**src/hdl/leaq_pkg.sv**
```systemverilog
// Package for the loud event alert qualifier.
// Field widths, register indexes, mode codes and timing constants.
// No dependencies.
`timescale 1ns / 1ps

package leaq_pkg;

   // Transaction field widths
   localparam int LEVEL_W = 16;
   localparam int STAMP_W = 32;
   localparam int MODE_W  = 2;
   localparam int COUNT_W = 8;
   localparam int CSR_IDX_W  = 8;
   localparam int CSR_DATA_W = 8;

   // Register indexes
   localparam logic [CSR_IDX_W-1:0] REG_LOUD_THRESHOLD = 8'd0;
   localparam logic [CSR_IDX_W-1:0] REG_CONFIRM_SEC    = 8'd1;
   localparam logic [CSR_IDX_W-1:0] REG_REPEAT_SEC     = 8'd2;
   localparam logic [CSR_IDX_W-1:0] REG_NOTIFY_EN      = 8'd3;

   // Detector mode codes
   localparam logic [MODE_W-1:0] MODE_IDLE   = 2'd0;
   localparam logic [MODE_W-1:0] MODE_RISING = 2'd1;
   localparam logic [MODE_W-1:0] MODE_ACTIVE = 2'd2;

   // Timing constants in ms
   localparam int GRACE_MS = 700;
   localparam int LATCH_MS = 120 * 1000;
   localparam int MS_PER_S = 1000;

   // 255 s in ms fits in 18 bits
   localparam int SEC_MS_W = 18;

   typedef logic [SEC_MS_W-1:0] sec_ms_type;

endpackage

```
**src/hdl/leaq_req_if.sv**
```systemverilog
// Input channel of the loud event alert qualifier: report or link-loss reset.
// Depends on leaq_pkg.
`timescale 1ns / 1ps

interface leaq_req_if
   import leaq_pkg::*;
();
   logic               valid;
   logic               ready;
   logic               cmd;
   logic [LEVEL_W-1:0] level_db;
   logic [STAMP_W-1:0] time_ms;

   modport source (output valid, cmd, level_db, time_ms, input ready);
   modport sink   (input valid, cmd, level_db, time_ms, output ready);
endinterface

```
**src/hdl/leaq_rsp_if.sv**
```systemverilog
// Result channel of the loud event alert qualifier.
// Depends on leaq_pkg.
`timescale 1ns / 1ps

interface leaq_rsp_if
   import leaq_pkg::*;
();
   logic               valid;
   logic               ready;
   logic [MODE_W-1:0]  detector_mode;
   logic               alert_flag;
   logic               alert_notify;
   logic               stop_notify;
   logic [COUNT_W-1:0] alert_count;

   modport source (output valid, detector_mode, alert_flag, alert_notify, stop_notify,
                   alert_count, input ready);
   modport sink   (input valid, detector_mode, alert_flag, alert_notify, stop_notify,
                   alert_count, output ready);
endinterface

```
**src/hdl/leaq_csr_if.sv**
```systemverilog
// Register write channel of the loud event alert qualifier.
// Depends on leaq_pkg.
`timescale 1ns / 1ps

interface leaq_csr_if
   import leaq_pkg::*;
();
   logic                  valid;
   logic                  ready;
   logic [CSR_IDX_W-1:0]  index;
   logic [CSR_DATA_W-1:0] data;

   modport source (output valid, index, data, input ready);
   modport sink   (input valid, index, data, output ready);
endinterface

```
**src/hdl/loud_event_alert_qualifier.sv**
```systemverilog
// Top level of the loud event alert qualifier: detector state machine,
// register file, input and result registers.
// Depends on leaq_pkg, leaq_req_if, leaq_rsp_if, leaq_csr_if.
//
// Usage:
//   req carries one transaction per sound-level report (cmd = 0, level_db,
//   time_ms) or a link-loss reset (cmd = 1). rsp returns exactly one
//   transaction per req transaction, in order: mode after the step, the
//   alert flag, alert/stop notify pulses and the alert count of the episode.
//   csr writes the threshold, confirm time, repeat time and notify enable;
//   it is always ready, and writes should be made while no transaction is
//   in flight. Second counts are converted to ms when written.
//   A result passes the input register, then the result register, after its
//   req transaction is accepted. One transaction is accepted every cycle
//   while rsp is not stalled; the detector state updates in one pass of
//   compares and subtracts per item.
//   If rsp is stalled, the result register holds and the input register
//   fills; req.ready then drops until rsp.ready returns.
//   Reset (synchronous, active high) empties both registers, returns the
//   detector to idle with all timestamps, flag and count at zero, and loads
//   the register defaults (75 dB, 2 s, 3 s, notify off).
`timescale 1ns / 1ps

module loud_event_alert_qualifier
   import leaq_pkg::*;
#(
   parameter int TIME_BITS = 32
) (
   input  logic       clock,
   input  logic       reset,
   leaq_req_if.sink   req,
   leaq_rsp_if.source rsp,
   leaq_csr_if.sink   csr
);

   localparam logic [TIME_BITS-1:0] GRACE_T = TIME_BITS'(GRACE_MS);
   localparam logic [TIME_BITS-1:0] LATCH_T = TIME_BITS'(LATCH_MS);

   // Registers
   logic [CSR_DATA_W-1:0] threshold_ff;
   sec_ms_type            confirm_ms_ff;
   sec_ms_type            repeat_ms_ff;
   logic                  notify_en_ff;

   // Input register
   logic               s1_valid_ff;
   logic               s1_cmd_ff;
   logic [LEVEL_W-1:0] s1_level_ff;
   logic [STAMP_W-1:0] s1_time_ff;

   // Detector state
   logic [MODE_W-1:0]    mode_ff, mode_in;
   logic [TIME_BITS-1:0] rise_start_ff, rise_start_in;
   logic [TIME_BITS-1:0] last_loud_ff, last_loud_in;
   logic [TIME_BITS-1:0] last_alert_ff, last_alert_in;
   logic [TIME_BITS-1:0] episode_ff, episode_in;
   logic [COUNT_W-1:0]   count_ff, count_in;
   logic                 flag_ff, flag_in;

   // Result register
   logic              out_valid_ff;
   logic [MODE_W-1:0] out_mode_ff;
   logic              out_flag_ff;
   logic              out_alert_ff;
   logic              out_stop_ff;
   logic [COUNT_W-1:0] out_count_ff;

   logic                 s1_advance;
   logic                 loud;
   logic [TIME_BITS-1:0] now;
   logic [TIME_BITS-1:0] since_loud, since_rise, since_episode, since_alert;
   logic                 alert_now, stop_now;

   assign s1_advance = s1_valid_ff && (!out_valid_ff || rsp.ready);
   assign req.ready  = !s1_valid_ff || s1_advance;
   assign csr.ready  = 1'b1;

   // Register writes; seconds stored as ms
   always_ff @(posedge clock) begin
      if (reset) begin
         threshold_ff  <= CSR_DATA_W'(75);
         confirm_ms_ff <= SEC_MS_W'(2 * MS_PER_S);
         repeat_ms_ff  <= SEC_MS_W'(3 * MS_PER_S);
         notify_en_ff  <= 1'b0;
      end else if (csr.valid) begin
         if (csr.index == REG_LOUD_THRESHOLD) begin
            threshold_ff <= csr.data;
         end
         if (csr.index == REG_CONFIRM_SEC) begin
            confirm_ms_ff <= SEC_MS_W'(csr.data) * SEC_MS_W'(MS_PER_S);
         end
         if (csr.index == REG_REPEAT_SEC) begin
            repeat_ms_ff <= SEC_MS_W'(csr.data) * SEC_MS_W'(MS_PER_S);
         end
         if (csr.index == REG_NOTIFY_EN) begin
            notify_en_ff <= csr.data[0];
         end
      end
   end

   // Input register
   always_ff @(posedge clock) begin
      if (reset) begin
         s1_valid_ff <= 1'b0;
      end else if (req.ready) begin
         s1_valid_ff <= req.valid;
      end
   end

   always_ff @(posedge clock) begin
      if (req.ready && req.valid) begin
         s1_cmd_ff   <= req.cmd;
         s1_level_ff <= req.level_db;
         s1_time_ff  <= req.time_ms;
      end
   end

   // Negative levels are never loud
   assign loud = !s1_level_ff[LEVEL_W-1] &&
                 (s1_level_ff[LEVEL_W-2:0] >= (LEVEL_W-1)'(threshold_ff));
   assign now  = TIME_BITS'(s1_time_ff);

   assign since_loud    = now - last_loud_ff;
   assign since_rise    = now - rise_start_ff;
   assign since_episode = now - episode_ff;
   assign since_alert   = now - last_alert_ff;

   always_comb begin
      mode_in       = mode_ff;
      rise_start_in = rise_start_ff;
      last_loud_in  = last_loud_ff;
      last_alert_in = last_alert_ff;
      episode_in    = episode_ff;
      count_in      = count_ff;
      flag_in       = flag_ff;
      alert_now     = 1'b0;
      stop_now      = 1'b0;
      if (s1_cmd_ff) begin
         mode_in       = MODE_IDLE;
         rise_start_in = '0;
         last_loud_in  = '0;
         last_alert_in = '0;
         episode_in    = '0;
         count_in      = '0;
         flag_in       = 1'b0;
      end else begin
         unique case (mode_ff)
            MODE_RISING: begin
               if (loud) begin
                  last_loud_in = now;
               end
               if (!loud && (since_loud > GRACE_T)) begin
                  mode_in = MODE_IDLE;
               end else if (since_rise >= TIME_BITS'(confirm_ms_ff)) begin
                  episode_in    = now;
                  count_in      = COUNT_W'(1);
                  flag_in       = 1'b1;
                  alert_now     = notify_en_ff;
                  last_alert_in = now;
                  mode_in       = MODE_ACTIVE;
               end
            end
            MODE_ACTIVE: begin
               if (since_episode >= LATCH_T) begin
                  flag_in  = 1'b0;
                  stop_now = notify_en_ff;
                  mode_in  = MODE_IDLE;
                  count_in = '0;
               end else if (since_alert >= TIME_BITS'(repeat_ms_ff)) begin
                  count_in      = count_ff + COUNT_W'(1);
                  flag_in       = 1'b1;
                  alert_now     = notify_en_ff;
                  last_alert_in = now;
               end
            end
            default: begin
               // idle, and the unused code behaves as idle
               mode_in = MODE_IDLE;
               if (loud) begin
                  rise_start_in = now;
                  last_loud_in  = now;
                  mode_in       = MODE_RISING;
               end
            end
         endcase
      end
   end

   always_ff @(posedge clock) begin
      if (reset) begin
         mode_ff       <= MODE_IDLE;
         rise_start_ff <= '0;
         last_loud_ff  <= '0;
         last_alert_ff <= '0;
         episode_ff    <= '0;
         count_ff      <= '0;
         flag_ff       <= 1'b0;
      end else if (s1_advance) begin
         mode_ff       <= mode_in;
         rise_start_ff <= rise_start_in;
         last_loud_ff  <= last_loud_in;
         last_alert_ff <= last_alert_in;
         episode_ff    <= episode_in;
         count_ff      <= count_in;
         flag_ff       <= flag_in;
      end
   end

   // Result register
   always_ff @(posedge clock) begin
      if (reset) begin
         out_valid_ff <= 1'b0;
      end else if (s1_advance) begin
         out_valid_ff <= 1'b1;
      end else if (rsp.ready) begin
         out_valid_ff <= 1'b0;
      end
   end

   always_ff @(posedge clock) begin
      if (s1_advance) begin
         out_mode_ff  <= mode_in;
         out_flag_ff  <= flag_in;
         out_alert_ff <= alert_now;
         out_stop_ff  <= stop_now;
         out_count_ff <= count_in;
      end
   end

   assign rsp.valid         = out_valid_ff;
   assign rsp.detector_mode = out_mode_ff;
   assign rsp.alert_flag    = out_flag_ff;
   assign rsp.alert_notify  = out_alert_ff;
   assign rsp.stop_notify   = out_stop_ff;
   assign rsp.alert_count   = out_count_ff;

endmodule
```
**src/flat_wrapper.sv**
```systemverilog
// flat-port wrapper written by rule: the top's interface ports become plain ports
module loud_event_alert_qualifier_flat import leaq_pkg::*;
#(
   parameter int TIME_BITS = 32
)
  (clock, reset, req_valid, req_cmd, req_level_db, req_time_ms, req_ready, rsp_valid, rsp_detector_mode, rsp_alert_flag, rsp_alert_notify, rsp_stop_notify, rsp_alert_count, rsp_ready, csr_valid, csr_index, csr_data, csr_ready);
  leaq_req_if req_i ();
  leaq_rsp_if rsp_i ();
  leaq_csr_if csr_i ();
  input  logic clock;
  input  logic reset;
  input wire logic [$bits(req_i.valid)-1:0] req_valid;
  input wire logic [$bits(req_i.cmd)-1:0] req_cmd;
  input wire logic [$bits(req_i.level_db)-1:0] req_level_db;
  input wire logic [$bits(req_i.time_ms)-1:0] req_time_ms;
  output wire logic [$bits(req_i.ready)-1:0] req_ready;
  output wire logic [$bits(rsp_i.valid)-1:0] rsp_valid;
  output wire logic [$bits(rsp_i.detector_mode)-1:0] rsp_detector_mode;
  output wire logic [$bits(rsp_i.alert_flag)-1:0] rsp_alert_flag;
  output wire logic [$bits(rsp_i.alert_notify)-1:0] rsp_alert_notify;
  output wire logic [$bits(rsp_i.stop_notify)-1:0] rsp_stop_notify;
  output wire logic [$bits(rsp_i.alert_count)-1:0] rsp_alert_count;
  input wire logic [$bits(rsp_i.ready)-1:0] rsp_ready;
  input wire logic [$bits(csr_i.valid)-1:0] csr_valid;
  input wire logic [$bits(csr_i.index)-1:0] csr_index;
  input wire logic [$bits(csr_i.data)-1:0] csr_data;
  output wire logic [$bits(csr_i.ready)-1:0] csr_ready;
  assign req_i.valid = req_valid;
  assign req_i.cmd = req_cmd;
  assign req_i.level_db = req_level_db;
  assign req_i.time_ms = req_time_ms;
  assign req_ready = req_i.ready;
  assign rsp_valid = rsp_i.valid;
  assign rsp_detector_mode = rsp_i.detector_mode;
  assign rsp_alert_flag = rsp_i.alert_flag;
  assign rsp_alert_notify = rsp_i.alert_notify;
  assign rsp_stop_notify = rsp_i.stop_notify;
  assign rsp_alert_count = rsp_i.alert_count;
  assign rsp_i.ready = rsp_ready;
  assign csr_i.valid = csr_valid;
  assign csr_i.index = csr_index;
  assign csr_i.data = csr_data;
  assign csr_ready = csr_i.ready;
  loud_event_alert_qualifier #(.TIME_BITS(TIME_BITS)) u_core (.clock(clock), .reset(reset), .req(req_i), .rsp(rsp_i), .csr(csr_i));
endmodule
```
**config.mk**
```make
export PLATFORM = sky130hd
export DESIGN_NAME = loud_event_alert_qualifier_flat
export DESIGN_NICKNAME = d
export VERILOG_FILES = /design/src/hdl/leaq_pkg.sv /design/src/hdl/leaq_req_if.sv /design/src/hdl/leaq_rsp_if.sv /design/src/hdl/leaq_csr_if.sv /design/src/hdl/loud_event_alert_qualifier.sv /design/src/flat_wrapper.sv
export SDC_FILE = /design/constraint.sdc
export NUM_CORES = 1
export LEC_CHECK = 0
export BUFFER_PORTS_ARGS = -buffer_cell sky130_fd_sc_hd__buf_4
export CAP_MARGIN = 30
export CORE_ASPECT_RATIO = 1.5
export CORE_MARGIN = 3
export CORE_UTILIZATION = 30
export DETAILED_ROUTE_END_ITERATION = 8
export PLACE_DENSITY = 0.49
export SKIP_CTS_REPAIR_TIMING = 1
export SYNTH_ARGS = -nofsm -noshare
export SYNTH_HDL_FRONTEND = slang
export SYNTH_SLANG_ARGS = --single-unit
```
**constraint.sdc**
```tcl
create_clock -name clock -period 6 [get_ports clock]
set_input_delay 0.9 -clock clock [delete_from_list [all_inputs] [get_ports clock]]
set_output_delay 0.9 -clock clock [all_outputs]
set_load 0.05 [all_outputs]
```
==> results.rst, run 1 <==
.. list-table::
   :header-rows: 1

   * - Metric
     - Value
   * - Number of design rule violations left after detail routing
     - 0
   * - Switching fraction of total power
     - 34.7%
   * - Worst hold path type
     - register to register
   * - Power density of the placed cells
     - about 220 mW/mm²
   * - Setup slack after placement
     - 0.0894 ns
   * - Maximum clock path buffer count
     - 3
   * - Clock slew at the register clock pins of the worst setup and hold paths
     - 0.06 ns
   * - Number of max-cap violations
     - 0
   * - Floorplan die width
     - 219 µm
   * - Largest net degree at the start of global routing
     - 75
   * - Via count
     - about 19000
   * - Number of search-and-repair iterations in the first detailed-routing pass
     - 5
   * - Top_reg_cell synth
     - sky130_fd_sc_hd__dfxtp_1
   * - P_int
     - between 3000 and 4000 µW
   * - Site row count
     - about 120
   * - PortBufs
     - 84
   * - Synth top area share
     - around 18%
   * - NumNets Final
     - 2891
   * - Latest clock arrival within the worst-skew pair
     - 0.55 ns
   * - Clock tree from TritonCTS
     - yes
   * - Final TNS setup
     - 0 ns
   * - Grt ovf
     - 0
   * - PnR worst setup slack
     - 0.244 ns
   * - Switching pwr
     - 1740 µW
   * - Area of the die
     - 0.0713 mm²
   * - Worst clock skew
     - 0.0251 ns
   * - Class of the most critical setup path
     - register to register
   * - Starting density of the core
     - 30.5%
   * - Number of top-level design ports
     - 86
   * - Synthesis-to-finish area growth
     - 13.4%
   * - Post-Synthesis Cells
     - 2530
   * - Max-slew headroom
     - 34.3%
   * - Count of final hold-check violations
     - 0
   * - Share of cells above drive strength 1
     - a little over a tenth
   * - Antenna-violating nets left
     - 0
   * - Maximum level of the CTS H-tree
     - 1
   * - Post-DP HPWL
     - 58300 µm
   * - Crit start category
     - register
   * - Reg2reg setup slack
     - 0.24 ns
   * - Library cell with the largest summed area after synthesis
     - sky130_fd_sc_hd__dfxtp_1
   * - Core area
     - 0.0671 mm²
   * - Largest fanout on the critical path
     - 16
   * - Pin slew with the least headroom to its limit
     - 0.983 ns
   * - Clock root buffer
     - sky130_fd_sc_hd__clkbuf_16
   * - Number of library cell types mapped by synthesis
     - 97
   * - Number of antenna violations at the first check in global routing
     - 1
   * - Average size of a mapped cell
     - 8.07 µm²
   * - VDD IR max
     - 206 µV
   * - Clk pwr share
     - 32.7%
   * - Global Route Usage Sum
     - 19.8%
   * - Routability congestion estimate
     - just over 0.9
   * - Global-route wire length before repair
     - 111000 µm
   * - Drt total wl
     - 73000 µm
   * - Top area cells in the synthesized netlist
     - sky130_fd_sc_hd__dfxtp_1 (18%), sky130_fd_sc_hd__ha_1 (12%), sky130_fd_sc_hd__edfxtp_1 (9.1%), sky130_fd_sc_hd__a21oi_1 (5.6%), sky130_fd_sc_hd__nand2_1 (4.9%)
   * - Worst path arrival time
     - 6.22 ns
   * - Final core utilization
     - around a third
   * - Fin crit share
     - a little over nine tenths
   * - WL/cell
     - 20.9 µm
   * - Vias in the first global route
     - 19000
   * - Post-synthesis sequential element count
     - 242
   * - Commonest non-fill, non-tap cell in the layout
     - sky130_fd_sc_hd__nand2_1
   * - Number of max-slew violations in the final report
     - 0
   * - Iteration-0 DRC Markers
     - 1237
   * - Post-route insts no fill
     - around 3500
   * - Number of warnings printed during yosys synthesis
     - 0
   * - Die Span Y
     - 326 µm
   * - Commonest cells after routing, fill and taps aside
     - sky130_fd_sc_hd__nand2_1 (265), sky130_fd_sc_hd__inv_1 (257), sky130_fd_sc_hd__a21oi_1 (226)
   * - Kind of end point of the critical path
     - register
   * - Number of CTS-inserted buffers
     - 25
   * - Final period demand of the worst path
     - 5.76 ns
   * - Number of enable flip-flop cells after synthesis
     - 62
   * - Via-to-Cell Ratio
     - between 5 and 6
   * - Leak
     - 0.00892 µW
   * - Register share of total power
     - roughly a third
   * - Count of final setup violators
     - 0
   * - Number of placed instances, taps included
     - 3445
   * - Outcome
     - finished clean
   * - Sequential area share after synthesis
     - 26.8%
   * - Synthesized area
     - 0.0204 mm²
   * - Mapped Nets
     - 2828
   * - Sink Count
     - 242
   * - Endpoint required time on the critical path
     - ~6.5 ns
   * - Max Fclk
     - 174 MHz
   * - Combinational Power Share
     - 32.1%
   * - Async set or reset register ratio after synthesis
     - 0%
[cell usage after synthesis, drive strengths merged (30+ instances only)]
cell     count
nand2      265
inv        258
a21oi      229
ha         202
dfxtp      180
nor2       143
o21ai      100
clkbuf      96
nand4       79
nand3       76
edfxtp      62
nor2b       61
xnor2       57
a21o        53
nand2b      52
mux2i       50
a31oi       48
o211ai      39
o2bb2ai     34
xor2        34
o21a        32
nor3        30
[path summary, 6_finish.rpt]
kind              cells past startpoint                    start                       end
hold / removal                        2  u_core.repeat_ms_ff[15]   u_core.repeat_ms_ff[15]
setup reg to reg                     26            u_core.now[4]  u_core.last_alert_ff[13]
hold reg to reg                       2  u_core.repeat_ms_ff[15]   u_core.repeat_ms_ff[15]
setup / recovery                     26            u_core.now[4]  u_core.last_alert_ff[13]
[flip-flops by register name, summed over array words and instances (netlist names), 2 cells and up]
name and cells:
u_core.threshold_ff 8, u_core.repeat_ms_ff 15, u_core.rsp.detector_mode 2, u_core.episode_ff 32, u_core.count_ff 8, u_core.s1_level_ff 16, u_core.rise_start_ff 32, u_core.last_alert_ff 32
u_core.mode_ff 2, u_core.confirm_ms_ff 15, u_core.now 32, u_core.rsp.alert_count 8, u_core.last_loud_ff 32
[worst max-delay path, cell delays in order (launching register included)]
cell                        delay [ns]
sky130_fd_sc_hd__edfxtp_1         0.41
sky130_fd_sc_hd__ha_1             0.33
sky130_fd_sc_hd__a21o_1           0.19
sky130_fd_sc_hd__a31oi_2          0.18
sky130_fd_sc_hd__a21boi_1         0.13
sky130_fd_sc_hd__or2_2            0.36
sky130_fd_sc_hd__a31oi_4          0.20
sky130_fd_sc_hd__o21bai_1         0.10
sky130_fd_sc_hd__a21oi_2          0.14
sky130_fd_sc_hd__o21bai_1         0.07
sky130_fd_sc_hd__a21oi_1          0.17
sky130_fd_sc_hd__xnor2_1          0.09
sky130_fd_sc_hd__ha_1             0.20
sky130_fd_sc_hd__a211oi_2         0.16
sky130_fd_sc_hd__nand3_1          0.13
sky130_fd_sc_hd__or4b_1           0.47
sky130_fd_sc_hd__or4_1            0.49
sky130_fd_sc_hd__or4_1            0.43
sky130_fd_sc_hd__nor4_2           0.17
sky130_fd_sc_hd__nand4bb_1        0.16
sky130_fd_sc_hd__buf_4            0.20
sky130_fd_sc_hd__a21boi_2         0.18
sky130_fd_sc_hd__o31ai_1          0.11
sky130_fd_sc_hd__a21oi_4          0.18
sky130_fd_sc_hd__buf_4            0.15
sky130_fd_sc_hd__buf_12           0.16
sky130_fd_sc_hd__o2bb2ai_2        0.11
[stage by stage]
stage	total power (µW)	hold slack, ns	instance area (µm²)
4_1_cts	5050	0.458	23000
2_1_floorplan	2890	0.432	20400
3_5_place_dp	3390	0.450	22200
5_1_grt	5280	0.471	23100
3_3_place_gp	3380	0.444	22200
6_report	5010	0.454	23100
[metal layers]
metal  global-route usage, %  routed length, µm  vias up
met3                    1.36               2600      129
met5                       0                  0        -
met2                    37.9              38800      491
met1                    22.1              27900     9072
li1                        -                  -     9209
met4                    8.73               3680        0
[layout make-up]
| class | count | area (µm²) |
|---|---|---|
| inverters | 259 | 972 |
| clock inverters | 11 | 124 |
| diodes | 1 | 2.50 |
| well taps | 885 | 1110 |
| repair buffers | 157 | 1240 |
| clock buffers | 34 | 721 |
| flip-flops and latches | 242 | 5470 |
| fillers | 7064 | 43900 |
| multi-input cells | 1908 | 13500 |
[cells by family after synthesis]
group	after synthesis	share of synthesized area, %
XOR/XNOR	91	3.90
adder cells (fa/ha/maj)	228	14.9
AND/OR/NAND/NOR	817	20.0
multiplexers	57	2.84
AO/OA/AOI/OAI	714	24.1
flip-flops	242	26.8
other	1	0.0184
buffers and inverters	380	7.46
[power by group through the flow]
| stage | Combinational (µW) | Sequential [µW] | Clock, µW |
|---|---|---|---|
| 2_1_floorplan | 1100 | 1790 | 0 |
| 3_3_place_gp | 1580 | 1800 | 0 |
| 3_5_place_dp | 1600 | 1800 | 0 |
| 4_1_cts | 1610 | 1760 | 1680 |
| 5_1_grt | 1790 | 1760 | 1720 |
| 6_report | 1610 | 1760 | 1640 |
No activity file was read; power rests on OpenSTA's default activity.
==> inputs of run 2 (changes only) <==
Settings changed: ABC_AREA set to 1.
==> run 2 against run 1 <==
Flip-flop and latch count is the same. Sequential share of layout area shrank 0.58 points. Final cell count grew 25%. Critical endpoint is now u_core.last_alert_ff[2]. Largest cell class unchanged. Largest power group is now combinational logic. Highest routed layer unchanged.
==> results.rst, run 2 <==
.. list-table::
   :header-rows: 1

   * - Metric
     - Value
   * - Sink Count
     - 242
   * - Synthesized area
     - 0.0212 mm²
   * - Top layer used by detailed routing
     - met4
   * - Number of design rule violations left after detail routing
     - 0
   * - Endpoint required time on the critical path
     - roughly 6.5 ns
   * - Most numerous cell on the critical path
     - sky130_fd_sc_hd__nand2_1
   * - Routability congestion estimate
     - 0.927
   * - Post-DP HPWL
     - 61300 µm
   * - Commonest cells after routing, fill and taps aside
     - sky130_fd_sc_hd__nand2_1 (1030), sky130_fd_sc_hd__inv_1 (619), sky130_fd_sc_hd__a21oi_1 (293)
   * - Cell type group with the largest total delay on the critical path
     - simple AND/OR/NAND/NOR gates
   * - Iteration-0 DRC Markers
     - 1260
   * - Number of placed instances, taps included
     - 4316
   * - Fillers
     - 7756
   * - Number of max-slew violations in the final report
     - 0
   * - Combined flip-flop and latch cell area
     - 0.00547 mm²
   * - Top_reg_cell synth
     - sky130_fd_sc_hd__dfxtp_1
   * - Number of enable flip-flop cells after synthesis
     - 62
   * - NumNets Final
     - about 3700
   * - Final period demand of the worst path
     - 5.03 ns
   * - Cell with the largest stage delay on the worst path
     - sky130_fd_sc_hd__fa_1
   * - Global-route wire length before repair
     - 116000 µm
   * - Number of warnings printed during yosys synthesis
     - 0
   * - Number of antenna violations at the first check in global routing
     - 0
   * - Starting density of the core
     - a little under a third
   * - PortBufs
     - 84
   * - Post-Synthesis Cells
     - between 3000 and 4000
   * - Max-slew headroom
     - between 30% and 40%
   * - Post-synthesis sequential element count
     - 242
   * - Via-to-Cell Ratio
     - 4.77
   * - Maximum clock path buffer count
     - 3
   * - Clock slew at the register clock pins of the worst setup and hold paths
     - roughly 0.07 ns
   * - Dominant cell by count in the synthesized netlist
     - sky130_fd_sc_hd__nand2_1
   * - Standard cell area after detailed placement
     - around 0.023 mm²
   * - Grt ovf
     - 0
   * - Top area cells in the synthesized netlist
     - sky130_fd_sc_hd__nand2_1 (18%), sky130_fd_sc_hd__dfxtp_1 (17%), sky130_fd_sc_hd__ha_1 (12%), sky130_fd_sc_hd__inv_1 (11%), sky130_fd_sc_hd__edfxtp_1 (8.8%)
   * - Share of cells above drive strength 1
     - 5.63%
   * - Largest net degree at the start of global routing
     - 80
   * - Routed length on met3
     - about 1900 µm
   * - Vias in the first global route
     - ~21000
   * - Floorplan die width
     - 223 µm
   * - Area of the die
     - 0.0740 mm²
   * - Kind of end point of the critical path
     - register
   * - Global Route Usage Sum
     - 20.0%
   * - Latest clock arrival within the worst-skew pair
     - 0.57 ns
   * - Sequential area share after synthesis
     - around 26%
   * - Max Fclk
     - a little under 200 MHz
   * - Power density of the placed cells
     - 227 mW/mm²
   * - Number of library cell types mapped by synthesis
     - 51
   * - WL/cell
     - 17.3 µm
   * - Mapped Nets
     - 3659
   * - Number of search-and-repair iterations in the first detailed-routing pass
     - 5
   * - Number of max-cap violations
     - 0
   * - Commonest non-fill, non-tap cell in the layout
     - sky130_fd_sc_hd__nand2_1
   * - Clock root buffer
     - sky130_fd_sc_hd__clkbuf_16
   * - Total buffers and inverters traversed by the critical path
     - 3
   * - Final total power
     - 5390 µW
   * - VDD IR max
     - 171 µV
   * - Synthesis-to-finish area growth
     - 11.9%
   * - Number of CTS-inserted buffers
     - 25
   * - Class of the most critical setup path
     - register to register
   * - Site row count
     - around 120
   * - Crit start category
     - register
   * - Average size of a mapped cell
     - 6.31 µm²
   * - Worst path arrival time
     - 5.50 ns
   * - Worst hold path type
     - register to register
   * - Detailed-routing wirelength on met1
     - 30100 µm
   * - Via count
     - 20800
   * - Delay of the slowest cell on the worst path
     - 0.55 ns
   * - Setup repair after global routing missed its margin
     - false
   * - Final std cell area, no fill
     - roughly 0.024 mm²
   * - Drt total wl
     - 75600 µm
   * - Worst clock skew
     - 0.0291 ns
   * - Count of final setup violators
     - 0
   * - Synth top area share
     - 18.2%
   * - Antenna fix cells
     - 0
   * - Library cell with the largest summed area after synthesis
     - sky130_fd_sc_hd__nand2_1
   * - Core area
     - 0.0695 mm²
   * - Fin crit share
     - 83.8%
   * - Number of top-level design ports
     - 86
   * - Leak
     - approximately 0.012 µW
   * - Post-route insts no fill
     - 4362
   * - Outcome
     - finished clean
   * - Final TNS setup
     - 0 ns
   * - Most common library cells after synthesis
     - sky130_fd_sc_hd__nand2_1 (1030), sky130_fd_sc_hd__inv_1 (621), sky130_fd_sc_hd__a21oi_1 (293), sky130_fd_sc_hd__nor2_1 (254), sky130_fd_sc_hd__nand3_1 (213)
   * - Clock tree from TritonCTS
     - yes
   * - Met2 WL post-DR
     - a little under 40000 µm
   * - Largest fanout on the critical path
     - 33
   * - Async set or reset register ratio after synthesis
     - 0%
   * - Antenna-violating nets left
     - 0
   * - Die Span Y
     - 332 µm
   * - Combined area of the multi-input logic cells
     - approximately 0.013 mm²
   * - Maximum level of the CTS H-tree
     - 1
   * - Pin slew with the least headroom to its limit
     - 0.989 ns
   * - Count of final hold-check violations
     - 0
==> run 2: cell families (layout without fill, tap and decap cells) <==
logic type      count (synthesis)  count (layout)  synth area share, %
xor+xnor                       60              60                 2.48
simple gates                 1642            1642                 32.3
buf+inv                       688             789                 12.5
fa+ha+maj                     228             228                 14.4
compound gates                500             500                 12.6
other cells                     1               1               0.0177
flops                         242             242                 25.8
==> run 2: metal layers <==
metal | track usage [%] | vias up
met2 | 38.1 | 379
met3 | 1.15 | 135
met1 | 22.5 | 9436
met4 | 9.11 | 0
li1 | - | 10800
met5 | 0 | -
==> run 2: cell type report <==
class / instances / area share [%]
Sequential cell: 242 / 23.0
Clock buffer: 38 / 3.02
Inverter: 626 / 9.90
Clock inverter: 8 / 0.369
Tap cell: 900 / 4.74
Multi-Input combinational cell: 2431 / 55.2
Timing Repair Buffer: 117 / 3.70
==> run 2: worst paths after layout <==
path	start	to	slack, ns	depth (start not counted)
max	u_core.now[1]	u_core.last_alert_ff[2]	0.97	27
min	u_core.threshold_ff[4]	u_core.threshold_ff[4]	0.46	2
max reg2reg	u_core.now[1]	u_core.last_alert_ff[2]	0.97	27
min reg2reg	u_core.threshold_ff[4]	u_core.threshold_ff[4]	0.46	2
==> run 2: worst reg2reg max path, stage by stage, from the launching register on <==
cell	delay, ns
sky130_fd_sc_hd__edfxtp_1	0.32
sky130_fd_sc_hd__buf_4	0.20
sky130_fd_sc_hd__inv_1	0.32
sky130_fd_sc_hd__fa_1	0.55
sky130_fd_sc_hd__inv_1	0.10
sky130_fd_sc_hd__nand3_1	0.08
sky130_fd_sc_hd__nand2_2	0.13
sky130_fd_sc_hd__nand2_1	0.08
sky130_fd_sc_hd__nand2_2	0.08
sky130_fd_sc_hd__nand2_1	0.06
sky130_fd_sc_hd__nand2_1	0.11
sky130_fd_sc_hd__xor2_1	0.19
sky130_fd_sc_hd__ha_1	0.25
sky130_fd_sc_hd__nand2_1	0.08
sky130_fd_sc_hd__nor2_1	0.06
sky130_fd_sc_hd__a211oi_1	0.16
sky130_fd_sc_hd__nand2_1	0.09
sky130_fd_sc_hd__nand2_1	0.06
sky130_fd_sc_hd__nand2_1	0.07
sky130_fd_sc_hd__nand2_1	0.09
sky130_fd_sc_hd__nand2_1	0.06
sky130_fd_sc_hd__nor3_2	0.21
sky130_fd_sc_hd__nand3_2	0.23
sky130_fd_sc_hd__nand2_4	0.23
sky130_fd_sc_hd__nand3_4	0.37
sky130_fd_sc_hd__nand2_4	0.49
sky130_fd_sc_hd__nand2_1	0.14
sky130_fd_sc_hd__a21oi_1	0.15
==> run 2: stage by stage <==
| stage | utilization [%] | hold slack (ns) | setup slack [ns] |
|---|---|---|---|
| 3_5_place_dp | 33.0 | 0.454 | 0.950 |
| 4_1_cts | 34.1 | 0.464 | 0.981 |
| 3_3_place_gp | 33.0 | 0.449 | 0.922 |
| 2_1_floorplan | - | 0.430 | 1.33 |
| 5_1_grt | 34.1 | 0.479 | 0.547 |
| 6_report | 34.1 | 0.460 | 0.974 |
==> run 2: power by group <==
group | leakage, µW | total (µW) | internal, µW | switching, µW
clock network | 0.000394 | 1590 | 875 | 713
logic | 0.00926 | 2000 | 688 | 1310
registers | 0.00206 | 1800 | 1750 | 54.8
==> inputs of run 3 (changes only) <==
Settings changed: PLACE_DENSITY 0.49 to 0.5.
Clock period 6 ns to 4.1 ns, I/O delays scaled along.
==> run 3 against run 2 <==
The flow now finishes with violations (setup timing). Critical path depth grew 1. Largest cell class unchanged. Wire length rose by 5.8%. Power increased by 62%. Die area is the same.
==> results.rst, run 3 (synthesis results as in run 2) <==
.. list-table::
   :header-rows: 1

   * - Metric
     - Value
   * - Outcome
     - complete, but fails checks
   * - Failing checks
     - setup timing
   * - Synthesis-to-finish area growth
     - 26.5%
   * - Maximum clock path buffer count
     - 3
   * - Floorplan die width
     - 223 µm
   * - Number of antenna violations at the first check in global routing
     - 0
   * - Number of max-slew violations in the final report
     - 0
   * - Number of design rule violations left after detail routing
     - 0
   * - Commonest cells after routing, fill and taps aside
     - sky130_fd_sc_hd__nand2_1 (978), sky130_fd_sc_hd__inv_1 (610), sky130_fd_sc_hd__buf_4 (298)
   * - Clock slew at the register clock pins of the worst setup and hold paths
     - approximately 0.070 ns
   * - WL/cell
     - roughly 17 µm
   * - Die Span Y
     - 332 µm
   * - Count of final setup violators
     - 6
   * - Clock root buffer
     - sky130_fd_sc_hd__clkbuf_16
   * - Routability congestion estimate
     - a little over 0.9
   * - Standard cell area after detailed placement
     - 0.0244 mm²
   * - Final period demand of the worst path
     - 4.12 ns
   * - Share of cells above drive strength 1
     - 16.5%
   * - Number of top-level design ports
     - 86
   * - Antenna-violating nets left
     - 0
   * - Cell type group with the largest total delay on the critical path
     - simple AND/OR/NAND/NOR gates
   * - VDD IR max
     - approximately 330 µV
   * - Power density of the placed cells
     - 326 mW/mm²
   * - Max-slew headroom
     - 36.0%
   * - Via count
     - 22000
   * - Latest clock arrival within the worst-skew pair
     - approximately 0.56 ns
   * - Via-to-Cell Ratio
     - a little under 5
   * - Largest fanout on the critical path
     - 13
   * - Core area
     - 0.0695 mm²
   * - Clock tree from TritonCTS
     - yes
   * - Area of the die
     - around 0.074 mm²
   * - Global-route wire length before repair
     - 119000 µm
   * - Most numerous cell on the critical path
     - sky130_fd_sc_hd__nand2_2
   * - Post-DP HPWL
     - about 64000 µm
   * - Class of the most critical setup path
     - register to register
   * - Number of max-cap violations
     - 0
   * - Worst hold path type
     - input pin to register
   * - Drt total wl
     - between 70000 and 80000 µm
   * - Commonest non-fill, non-tap cell in the layout
     - sky130_fd_sc_hd__nand2_1
   * - Max Fclk
     - roughly 240 MHz
   * - Site row count
     - 118
   * - Fin crit share
     - 100%
   * - Sink Count
     - 242
   * - Leak
     - 0.0131 µW
   * - Maximum level of the CTS H-tree
     - 1
   * - Kind of end point of the critical path
     - register
   * - Iteration-0 DRC Markers
     - ~1000
   * - Final worst hold slack
     - 0.223 ns
   * - Endpoint required time on the critical path
     - 4.51 ns
   * - Worst path arrival time
     - 4.52 ns
   * - Global Route Usage Sum
     - 20.5%
   * - Crit start category
     - register
   * - Count of final hold-check violations
     - 0
   * - PnR worst setup slack
     - -0.0152 ns
   * - Vias in the first global route
     - 21900
   * - Starting density of the core
     - 30.5%
   * - Cell with the largest stage delay on the worst path
     - sky130_fd_sc_hd__fa_2
   * - Pin slew with the least headroom to its limit
     - 0.959 ns
   * - NumNets Final
     - a little under 4000
   * - Total buffers and inverters traversed by the critical path
     - 6
   * - Setup repair after global routing missed its margin
     - true
   * - PortBufs
     - 84
   * - Number of CTS-inserted buffers
     - 25
   * - Delay of the slowest cell on the worst path
     - 0.36 ns
   * - Largest net degree at the start of global routing
     - slightly above 100
   * - Worst clock skew
     - 0.0167 ns
   * - Grt ovf
     - 0
   * - Final std cell area, no fill
     - 0.0268 mm²
   * - Number of search-and-repair iterations in the first detailed-routing pass
     - 8
   * - Antenna fix cells
     - 0
## run 3: cell types whose count changed in the layout (fill, tap and decap cells not counted), moves of 14 or more
cell	change
sky130_fd_sc_hd__buf_6	+16
sky130_fd_sc_hd__a21oi_2	+31
sky130_fd_sc_hd__ha_1	-29
sky130_fd_sc_hd__o21ai_0	-16
sky130_fd_sc_hd__buf_4	+181
sky130_fd_sc_hd__a21oi_1	-32
sky130_fd_sc_hd__nand3_2	+24
sky130_fd_sc_hd__nand2_1	-52
sky130_fd_sc_hd__nand3_1	-25
sky130_fd_sc_hd__nand2_2	+38
sky130_fd_sc_hd__ha_4	+26
sky130_fd_sc_hd__buf_12	+14
## run 3: layout make-up
type	instances	area (µm²)
Tap cell	900	1130
Clock inverter	13	140
Timing Repair Buffer	337	2900
Sequential cell	242	5470
Multi-Input combinational cell	2432	14200
Clock buffer	33	689
Inverter	626	2350
Fill cell	7534	42700
## run 3: stage by stage
step	utilization (%)	cells	setup WS [ns]	power, µW	TNS [ns]
floorplan	-	3361	-0.166	4770	-0.409
global placement	35.1	4491	-0.451	6010	-9.46
detailed placement	35.1	4491	-0.468	6030	-11.11
CTS	36.3	4537	-0.169	8420	-8.73
global route	38.6	4583	-0.217	9330	-9.45
finish	38.6	4583	-0.0152	8740	-0.0438
## run 3: per-layer routing
| layer | up-vias | wire (µm) | track usage, % |
|---|---|---|---|
| met1 | 10100 | 29300 | 21.3 |
| met3 | 222 | 1950 | 1.18 |
| met2 | 456 | 43800 | 40.6 |
| li1 | 11300 | - | - |
| met4 | 0 | 4990 | 10.3 |
| met5 | - | 0 | 0 |
## run 3: worst register-to-register path: cells and delay by family (launching register included)
| kind | cells | cell delay [ns] |
|---|---|---|
| DFF | 1 | 0.34 |
| buffers and inverters | 6 | 0.81 |
| and+or+nand+nor | 16 | 1.69 |
| adders and majority gates | 3 | 0.75 |
| AOI/OAI and AO/OA | 2 | 0.20 |
| xor gates and xnor gates | 1 | 0.19 |
## run 3: final timing paths
kind | from | to | slack (ns) | cells past startpoint
max reg2reg | u_core.now[0] | u_core.last_alert_ff[26] | -0.02 | 28
min | req_time_ms[31] | u_core.now[31] | 0.22 | 1
max | u_core.now[0] | u_core.last_alert_ff[26] | -0.02 | 28
min reg2reg | u_core.episode_ff[23] | u_core.episode_ff[23] | 0.47 | 2
## run 3: report_power, final
group / internal [µW] / switching [µW]
clock network: 1320 / 1040
registers: 2560 / 85.0
logic: 1550 / 2180
